[src/rtl/sss_pkg.sv]
// shared types and constants for the string separator splitter
// used by sss_fifo and string_separator_splitter; no dependencies
package sss_pkg;

  // width of every result field
  localparam int PIECE_W = 16;
  // result queue depth, room for two results of one item plus slack
  localparam int FIFO_DEPTH = 4;

  // configuration register indexes
  typedef enum logic [1:0] {
    REG_SEP_BYTES   = 2'd0,
    REG_SEP_LEN     = 2'd1,
    REG_DROP_EMPTY  = 2'd2,
    REG_SPLIT_LIMIT = 2'd3
  } cfg_reg_t;

  // one reported piece
  typedef struct packed {
    logic               final_piece;
    logic [PIECE_W-1:0] index;
    logic [PIECE_W-1:0] length;
    logic [PIECE_W-1:0] start;
  } piece_t;

  // up to two pieces pushed by one item, separator piece first
  typedef struct packed {
    logic   first_valid;
    logic   second_valid;
    piece_t first;
    piece_t second;
  } push_t;

endpackage

[src/rtl/sss_cell.sv]
// one byte cell of the separator match window
// holds one byte of the recent-byte chain and compares the incoming byte; no dependencies
module sss_cell (
  input  logic       clk,
  input  logic       shift,
  input  logic [7:0] din,
  input  logic [7:0] want,
  input  logic       used,
  output logic [7:0] q,
  output logic       hit
);

  // byte moves one cell down the chain per consumed byte
  always_ff @(posedge clk) begin
    if (shift) begin
      q <= din;
    end
  end

  // compare against the byte that lands here, cells past the separator always agree
  assign hit = !used || (din == want);

endmodule

[src/rtl/sss_fifo.sv]
// result queue of the string separator splitter
// depends on sss_pkg; takes up to two pieces per cycle, hands out one when ready
module sss_fifo (
  input  logic            clk,
  input  logic            rst,
  input  sss_pkg::push_t  push,
  output logic            room,
  output logic            out_valid,
  input  logic            out_ready,
  output sss_pkg::piece_t out_piece,
  output logic [$clog2(sss_pkg::FIFO_DEPTH+1)-1:0] count
);

  localparam int PTR_W = $clog2(sss_pkg::FIFO_DEPTH);
  localparam int CNT_W = $clog2(sss_pkg::FIFO_DEPTH + 1);

  sss_pkg::piece_t mem [sss_pkg::FIFO_DEPTH];
  logic [PTR_W-1:0] wr_ptr;
  logic [PTR_W-1:0] rd_ptr;
  logic [PTR_W-1:0] wr_ptr_second;
  logic [CNT_W-1:0] push_n;
  logic             pop;

  // second piece goes behind the first when both are present
  assign wr_ptr_second = push.first_valid ? wr_ptr + PTR_W'(1) : wr_ptr;
  assign push_n = CNT_W'(push.first_valid) + CNT_W'(push.second_valid);
  assign pop = out_valid && out_ready;

  // storage
  always_ff @(posedge clk) begin
    if (push.first_valid) begin
      mem[wr_ptr] <= push.first;
    end
    if (push.second_valid) begin
      mem[wr_ptr_second] <= push.second;
    end
  end

  // pointers and fill level
  always_ff @(posedge clk) begin
    if (rst) begin
      wr_ptr <= '0;
      rd_ptr <= '0;
      count  <= '0;
    end else begin
      wr_ptr <= wr_ptr + PTR_W'(push_n);
      if (pop) begin
        rd_ptr <= rd_ptr + PTR_W'(1);
      end
      count <= count + push_n - CNT_W'(pop);
    end
  end

  assign out_valid = (count != '0);
  assign out_piece = mem[rd_ptr];
  assign room = (count <= CNT_W'(sss_pkg::FIFO_DEPTH - 2));

endmodule

[src/rtl/string_separator_splitter.sv]
// top level of the string separator splitter
// depends on sss_pkg, sss_cell and sss_fifo
//
// Takes a string one byte per item and reports each piece between separator
// matches as (start, length, index), with tlast on the final piece of the
// string. The block consumes one byte per clock: a row of SEP_MAX byte cells
// shifts the recent bytes along and compares all of them against the
// separator in the same cycle. One item gives at most two pieces, which go
// into a four-entry result queue; the input is ready whenever the queue has
// two free entries, so the rate is one item per cycle as long as the output
// side takes pieces at least as fast as they are made. Offsets saturate at
// MAX_LEN and are reported in their low 16 bits. No clearing pass follows reset.
module string_separator_splitter #(
  parameter int                SEP_MAX = 8,
  parameter longint unsigned   MAX_LEN = 65535
) (
  input  logic        clk,
  input  logic        rst,
  // input item
  input  logic        s_axis_tvalid,
  output logic        s_axis_tready,
  input  logic [7:0]  s_axis_tdata,   // [7:0] char_in
  input  logic        s_axis_tuser,   // [0] has_char
  input  logic        s_axis_tlast,   // end_of_string
  // result item
  output logic        m_axis_tvalid,
  input  logic        m_axis_tready,
  output logic [47:0] m_axis_tdata,   // [15:0] piece_start, [31:16] piece_length,
                                      // [47:32] piece_index
  output logic        m_axis_tlast,   // final_piece
  // configuration writes
  input  logic        cfg_valid,
  output logic        cfg_ready,
  input  logic [1:0]  cfg_index,
  input  logic [63:0] cfg_data
);

  localparam int LEN_W = $clog2(SEP_MAX + 1);
  localparam int IDX_W = (SEP_MAX > 1) ? $clog2(SEP_MAX) : 1;
  localparam int POS_W = $clog2(MAX_LEN + 64'd1);
  localparam int PW    = sss_pkg::PIECE_W;
  localparam int CNT_W = $clog2(sss_pkg::FIFO_DEPTH + 1);

  // configuration
  logic [7:0]       sep_byte [SEP_MAX];
  logic [LEN_W-1:0] sep_len;
  logic             drop_empty;
  logic [PW-1:0]    split_limit;

  // string state
  logic [POS_W-1:0] pos;
  logic [POS_W-1:0] begin_pos;
  logic [PW-1:0]    emitted;
  logic             done;

  logic [POS_W-1:0] pos_next;
  logic [POS_W-1:0] begin_next;
  logic [PW-1:0]    emitted_next;
  logic             done_next;

  logic             accept;
  logic             shift;
  logic [7:0]       cell_q    [SEP_MAX];
  logic [7:0]       cell_din  [SEP_MAX];
  logic [7:0]       cell_want [SEP_MAX];
  logic [SEP_MAX-1:0] cell_used;
  logic [SEP_MAX-1:0] cell_hit;

  logic [POS_W-1:0] pos_inc;
  logic [POS_W-1:0] len_ext;
  logic [POS_W-1:0] match_base;
  logic [POS_W-1:0] sep_plen;
  logic [POS_W-1:0] fin_plen;
  logic             match;
  logic             emit_sep;
  logic             emit_fin;
  logic [PW-1:0]    emitted_mid;
  logic [POS_W-1:0] begin_mid;
  logic             done_mid;

  sss_pkg::push_t   push;
  sss_pkg::piece_t  out_piece;
  logic             room;
  logic [CNT_W-1:0] fifo_count;

  assign cfg_ready = 1'b1;
  assign s_axis_tready = room;
  assign accept = s_axis_tvalid && s_axis_tready;
  assign shift = accept && s_axis_tuser;

  // configuration registers, separator length clamped on write
  always_ff @(posedge clk) begin
    if (rst) begin
      for (int j = 0; j < SEP_MAX; j++) begin
        sep_byte[j] <= '0;
      end
      sep_len     <= LEN_W'(1);
      drop_empty  <= 1'b0;
      split_limit <= '0;
    end else if (cfg_valid && cfg_ready) begin
      unique case (sss_pkg::cfg_reg_t'(cfg_index))
        sss_pkg::REG_SEP_BYTES: begin
          for (int j = 0; j < SEP_MAX; j++) begin
            sep_byte[j] <= cfg_data[8*j +: 8];
          end
        end
        sss_pkg::REG_SEP_LEN: begin
          if (cfg_data[3:0] == 4'd0) begin
            sep_len <= LEN_W'(1);
          end else if (int'(cfg_data[3:0]) > SEP_MAX) begin
            sep_len <= LEN_W'(SEP_MAX);
          end else begin
            sep_len <= LEN_W'(cfg_data[3:0]);
          end
        end
        sss_pkg::REG_DROP_EMPTY: begin
          drop_empty <= cfg_data[0];
        end
        sss_pkg::REG_SPLIT_LIMIT: begin
          split_limit <= cfg_data[PW-1:0];
        end
        default: begin
        end
      endcase
    end
  end

  // cell j holds the byte j places back and checks separator byte len-1-j
  always_comb begin
    for (int j = 0; j < SEP_MAX; j++) begin
      cell_used[j] = (LEN_W'(j) < sep_len);
      cell_want[j] = sep_byte[IDX_W'(int'(sep_len) - 1 - j)];
      cell_din[j]  = (j == 0) ? s_axis_tdata : cell_q[(j == 0) ? 0 : j - 1];
    end
  end

  // row of window cells
  for (genvar g = 0; g < SEP_MAX; g++) begin : g_cell
    sss_cell u_cell (
      .clk  (clk),
      .shift(shift),
      .din  (cell_din[g]),
      .want (cell_want[g]),
      .used (cell_used[g]),
      .q    (cell_q[g]),
      .hit  (cell_hit[g])
    );
  end

  // separator match ending at this byte
  always_comb begin
    pos_inc    = (pos < POS_W'(MAX_LEN)) ? pos + POS_W'(1) : pos;
    len_ext    = POS_W'(sep_len);
    match_base = pos_inc - len_ext;
    sep_plen   = match_base - begin_pos;
    match      = s_axis_tuser && !done && (pos_inc >= len_ext) &&
                 (match_base >= begin_pos) && (&cell_hit);
    emit_sep   = match && (!drop_empty || sep_plen != '0);
    emitted_mid = (emit_sep && emitted != '1) ? emitted + PW'(1) : emitted;
    begin_mid  = match ? pos_inc : begin_pos;
    done_mid   = done || (match && split_limit != '0 && emitted_mid == split_limit);
  end

  // end of string piece and next state
  always_comb begin
    pos_next     = s_axis_tuser ? pos_inc : pos;
    fin_plen     = pos_next - begin_mid;
    emit_fin     = s_axis_tlast && (!drop_empty || fin_plen != '0);
    begin_next   = begin_mid;
    emitted_next = emitted_mid;
    done_next    = done_mid;
    if (s_axis_tlast) begin
      pos_next     = '0;
      begin_next   = '0;
      emitted_next = '0;
      done_next    = 1'b0;
    end
  end

  // string state registers
  always_ff @(posedge clk) begin
    if (rst) begin
      pos       <= '0;
      begin_pos <= '0;
      emitted   <= '0;
      done      <= 1'b0;
    end else if (accept) begin
      pos       <= pos_next;
      begin_pos <= begin_next;
      emitted   <= emitted_next;
      done      <= done_next;
    end
  end

  // pieces handed to the result queue
  always_comb begin
    push.first_valid         = accept && emit_sep;
    push.second_valid        = accept && emit_fin;
    push.first.final_piece   = 1'b0;
    push.first.index         = emitted;
    push.first.length        = PW'(sep_plen);
    push.first.start         = PW'(begin_pos);
    push.second.final_piece  = 1'b1;
    push.second.index        = emitted_mid;
    push.second.length       = PW'(fin_plen);
    push.second.start        = PW'(begin_mid);
  end

  sss_fifo u_fifo (
    .clk      (clk),
    .rst      (rst),
    .push     (push),
    .room     (room),
    .out_valid(m_axis_tvalid),
    .out_ready(m_axis_tready),
    .out_piece(out_piece),
    .count    (fifo_count)
  );

  assign m_axis_tdata = {out_piece.index, out_piece.length, out_piece.start};
  assign m_axis_tlast = out_piece.final_piece;

  // open piece never starts past the consumed bytes
  a_begin_le_pos: assert property (@(posedge clk) disable iff (rst)
    begin_pos <= pos)
    else $error("piece start beyond byte position");

  // an accepted end of string returns the string state to its start
  a_end_clears: assert property (@(posedge clk) disable iff (rst)
    accept && s_axis_tlast |=> pos == '0 && begin_pos == '0 && emitted == '0 && !done)
    else $error("string state not cleared after end of string");

  // the result queue never holds more than its depth
  a_fifo_bound: assert property (@(posedge clk) disable iff (rst)
    fifo_count <= CNT_W'(sss_pkg::FIFO_DEPTH))
    else $error("result queue overflow");

endmodule

[config.mk]
export PLATFORM = sky130hd
export DESIGN_NAME = string_separator_splitter
export DESIGN_NICKNAME = d
export VERILOG_FILES = /design/src/rtl/sss_pkg.sv /design/src/rtl/sss_cell.sv /design/src/rtl/sss_fifo.sv /design/src/rtl/string_separator_splitter.sv
export SDC_FILE = /design/constraint.sdc
export NUM_CORES = 1
export LEC_CHECK = 0
export BUFFER_PORTS_ARGS = -buffer_cell sky130_fd_sc_hd__buf_2
export CORE_ASPECT_RATIO = 1.1
export CORE_UTILIZATION = 55
export CTS_CLUSTER_DIAMETER = 40
export DETAILED_ROUTE_END_ITERATION = 7
export MAX_ROUTING_LAYER = met4
export PLACE_DENSITY = 0.8
export SLEW_MARGIN = 20
export SYNTH_ARGS = -nofsm -noshare
export SYNTH_HDL_FRONTEND = slang
export SYNTH_HIERARCHICAL = 1
export SYNTH_SLANG_ARGS = --single-unit
export TNS_END_PERCENT = 30
[constraint.sdc]
create_clock -name clk -period 9.8 [get_ports clk]
set_clock_uncertainty 0.15 [all_clocks]
set_input_delay 1.47 -clock clk [delete_from_list [all_inputs] [get_ports clk]]
set_output_delay 1.47 -clock clk [all_outputs]
set_load 0.01 [all_outputs]
Yosys cells after proc, flatten, opt, wreduce, memory -nomap -nowiden:

Memories as Yosys holds them, arrays and structs flattened. A register that Yosys moved wholly into a read port is not among the register bits.
Index checks and enable logic that the tools add are counted.

* register bits after elaboration: 133
* memory bits (writable): 260
* logic and storage cells: 148
* memories kept: 2

Memories
* u_fifo.mem: depth 4, width 49, rd ports 1, clocked after memory_dff 1, wr ports 2, RTL line sss_fifo.sv:17 `sss_pkg::piece_t mem [sss_pkg::FIFO_DEPTH];`
* sep_byte: depth 8, width 8, rd ports 8, clocked after memory_dff 0, wr ports 8, RTL line string_separator_splitter.sv:45 `logic [7:0] sep_byte [SEP_MAX];`

* $add $sub $neg: 19
* magnitude comparators: 13
* equal/unequal tests: 13
* multiplexer cells: 31
* bitwise gates (word level): 8
* reduce and logical (&&, ||, !) cells: 45

Operators by type and width (count)
* $mux 16: 7
* $eq 8x8->1: 8
* $mux 8: 8
* $reduce_bool 16->1: 3
* $add 16x1->16 const B: 2
* $sub 16x16->16: 2
* $eq 16x16->1: 1
* $ge 16x16->1: 1
* $ge 16x4->1: 1
* $lt 16x16->1 const B: 1
* $lt 3x4->1 const A: 4
* $ne 16x16->1 const B: 1
* $sub 16x4->16: 1
* $logic_and 1x1->1: 14
* $sub 3x3->3 const B: 4
* $logic_or 1x1->1: 11
* $mux 1: 11
* $logic_not 1->1: 10
* $lt 1x4->1 const A: 2
* $lt 2x4->1 const A: 2
* $mux 4: 2
* $or 1x1->1: 8
* $reduce_and 8->1: 1
* $mux 2: 3
* 15 further kinds: 21

Logic depth before layout (Yosys ltp):

An unclocked memory read counts as a cell.

* depth after elaboration: 16
* mapped depth: 50
* gate-level depth less buffers: 48

Cells and area by module:

The synthesis kept the hierarchy.

Modules (own cells, without submodules)
* string_separator_splitter: times used 1, cells each 1347, area an instance 11837.6 um^2, sequential area each 3323.2 um^2
* sss_fifo: times used 1, cells each 534, area an instance 10092.2 um^2, sequential area each 6065.8 um^2
* sss_cell: times used 8, cells each 19, area an instance 327.8 um^2, sequential area each 240.2 um^2

Worst setup path before layout:

OpenSTA, ideal clock, no wires.

* kind: register -> register
* from: register pos[1]
* to: memory u_fifo/mem[1][0] (netlist bit), enable pin
* library setup time: 0.590 ns
* arrival time: 9.692 ns
* setup slack: -0.633 ns
* cell stages (with the launch flop): 41
* path buffers: 3
* period minus slack after synthesis: 10.433 ns
* path through: dfxtp_1 ha_1 nand3_1 nor4_4 xor2_1 ha_1 inv_1 fa_1 a21o_1 a21oi_1 nand2b_1 nor4_4 mux2i_1 o2bb2ai_1 xor2_1 ha_1 and4_4 nor4b_4 (+5 left out) clkbuf_1 nand2_1 o21ai_0 inv_1 fa_1 nand2_1 nand2_1 a21oi_1 xnor2_1 or4_1 or4_1 or4_1 nor2_1 or4bb_1 o21ba_2 o21ai_2 buf_6 nand2_1

RTL lines
* start: declaration: RTL line string_separator_splitter.sv:51 `logic [POS_W-1:0] pos;`
* start signal: assignment: RTL line string_separator_splitter.sv:188 `pos <= pos_next;`
* end: declaration: RTL line sss_fifo.sv:17

==> reports/results.tsv <==
metric	value	unit
multi_input_area	12600	sq um
worstSetupPathType	reg -> reg	
hold_viol	0	
hold_buffers	0	
hp-start	g_cell[5].u_cell/q[7]$_DFFE_PP_	
path_common_cell	inv_2	
path_max_fanout	3	
drv_cap	0	
layout_min_cycle_time	9.72	ns
grt_overflow	0	
clock_latency	0.64	ns
clk_pin_slew	0.06	ns
worst_slew_pin_slew	1.03	ns
drt-total-wl	68.5	mm
grt_use_total	0.311	
via_count	17888	
ctsHtreeMaxLevel	2	
cts_made_buffers	56	
hold_path.class	reg -> reg	
die_w	202	um
status	finished, final reports clean	
dp_slack	-0.00273	ns
final_nets	2356	
die_h	223	um
fp-row-count	80	
holdPathStages	0	
min_period_over_period	0.992	
cts.path.max_buffers	3	
syn_to_final_growth	17.0	%
initial_utilization	0.560	
grt_pass1_vias	17980	
core-area	43400	sq um
regArea	11100	sq um
holdWs	0.305	ns
r2r-end	u_fifo/count[2]$_SDFF_PP0_	
required	10.15	ns
synth_cells	2025	
p_leak	10.9	nW
power_density	200	nW/um^2
layout-drive-gt1-share	0.348	
antenna_found_initial	4	
setup_viol	0	
crit_start	pos[1]$_SDFFE_PP0P_	
firstDrtPassIters	5	
rsz0062_at_grt	true	
place.gp.congestion	0.972	
drtIter0Drc	1796	
crit_arrival	10.07	ns
dieArea	45000	sq um
max_stage_delay	0.55	ns
design.portCount	133	
p_int	3.93	mW
portBuffers	131	
p_switching	1.76	mW
pwr-share-comb	0.264	
p_clk_frac	0.374	
yosys_warnings	6	
r2r_slack	0.08	ns
relSlewSlack	0.315	
avgRoutedWirePerCell	24.1	um
final_common_cell	edfxtp_1	
clkSinkCount	395	
ant_nets	0	
seqPwrFrac	0.361	
startpoint_type	flop	
slowest_stage	or4_4	
r2r-start	pos[1]$_SDFFE_PP0P_	
vias_per_cell	6.28	
swShare	0.310	
root_buffer	clkbuf_16	
layout_setup_ws	0.0776	ns
maxSlewViolCount	0	
avgSynthCellArea	12.0	sq um
max_freq	103	MHz
grt_max_degree	85	
min_to	g_cell[6].u_cell/q[7]$_DFFE_PP_	
synth.cell_area	24300	sq um
hpwl	47.4	mm
max-vdd-ir-drop	185	uV
route.detailed.drc	0	
cp-end-kind	flop	
final_cell_mix	edfxtp_1 (316), mux2_2 (246), buf_2 (130), nor2_1 (127)	
r2r_cells	47	
grt_pass1_wl	105	mm
fill_cells	3213	
cts_tree	built	
[flip-flops by register name (all words and copies together), names as in the netlist, named ones only]
signal and count:
u_fifo/wr_ptr 2, done 1, u_fifo/rd_ptr 2, sep_byte 64, u_fifo/mem 196, pos 16, begin_pos 16, sep_len 4
emitted 16, u_fifo/count 3, g_cell.u_cell/q 56, split_limit 16, drop_empty 1
[how the worst max path moves through the flow]
| stage | endpoint | slack [ns] |
|---|---|---|
| after floorplan | u_fifo/count[2]$_SDFF_PP0_ | 0.03 |
| after global placement | u_fifo/count[2]$_SDFF_PP0_ | 0.10 |
| after detailed placement | u_fifo/count[2]$_SDFF_PP0_ | -0.003 |
| after CTS | u_fifo/count[2]$_SDFF_PP0_ | 0.009 |
| after global routing | u_fifo/count[2]$_SDFF_PP0_ | -0.27 |
| final | u_fifo/count[2]$_SDFF_PP0_ | 0.08 |
[metrics by stage]
stage          setup TNS (ns)  total power [mW]  utilization  instance area, sq um  instances
2_1_floorplan               0              3.09            -                 24400       2032
3_3_place_gp                0              3.51        0.602                 26100       2723
3_5_place_dp         -0.00273              3.54        0.602                 26100       2723
4_1_cts                     0              5.68        0.649                 28200       2830
5_1_grt                 -3.03              5.89        0.655                 28500       2848
6_report                    0              5.69        0.655                 28500       2848
[worst max-delay path: cells and delay by family (launching register included)]
family / cells / cell delay (ns)
muxes: 1 / 0.21
DFF: 1 / 0.35
xor gates and xnor gates: 5 / 0.76
adders and majority gates: 10 / 2.59
and+or+nand+nor: 15 / 3.61
AOI/OAI and AO/OA: 9 / 1.42
buffers and inverters: 7 / 0.52
[power by group through the flow]
stage               combinational, mW  sequential (mW)  clock [mW]
floorplan                        1.04             2.04           0
global placement                 1.43             2.08           0
detailed placement               1.45             2.09           0
CTS                              1.47             2.05        2.15
global route                     1.60             2.07        2.22
finish                           1.50             2.06        2.13
[final cells by class]
class	instances	share of cell area
Clock inverter	46	0.0202
Timing Repair Buffer	259	0.0619
Sequential cell	395	0.389
Inverter	78	0.0103
Antenna cell	4	0.000352
Tap cell	574	0.0252
Clock buffer	60	0.0505
Multi-Input combinational cell	1432	0.442
[timing repair]
action                                 CTS  global route
buffers inserted                         1            14
endpoints found under the hold margin    0             0
pin swaps                                5            34
setup endpoints to repair               40           341
gates resized for setup                  5            28
[metal layers]
| layer | GRT usage | routed length, um | part of all wire | vias to the layer above |
|---|---|---|---|---|
| met5 | - | 0 | 0 | - |
| met4 | 0.104 | 2110 | 0.031 | 0 |
| met3 | 0.0475 | 4430 | 0.065 | 144 |
| met2 | 0.506 | 33700 | 0.49 | 712 |
| met1 | 0.398 | 28300 | 0.41 | 8975 |
| li1 | - | - | - | 8057 |
Power figures use the tool's default switching activity.
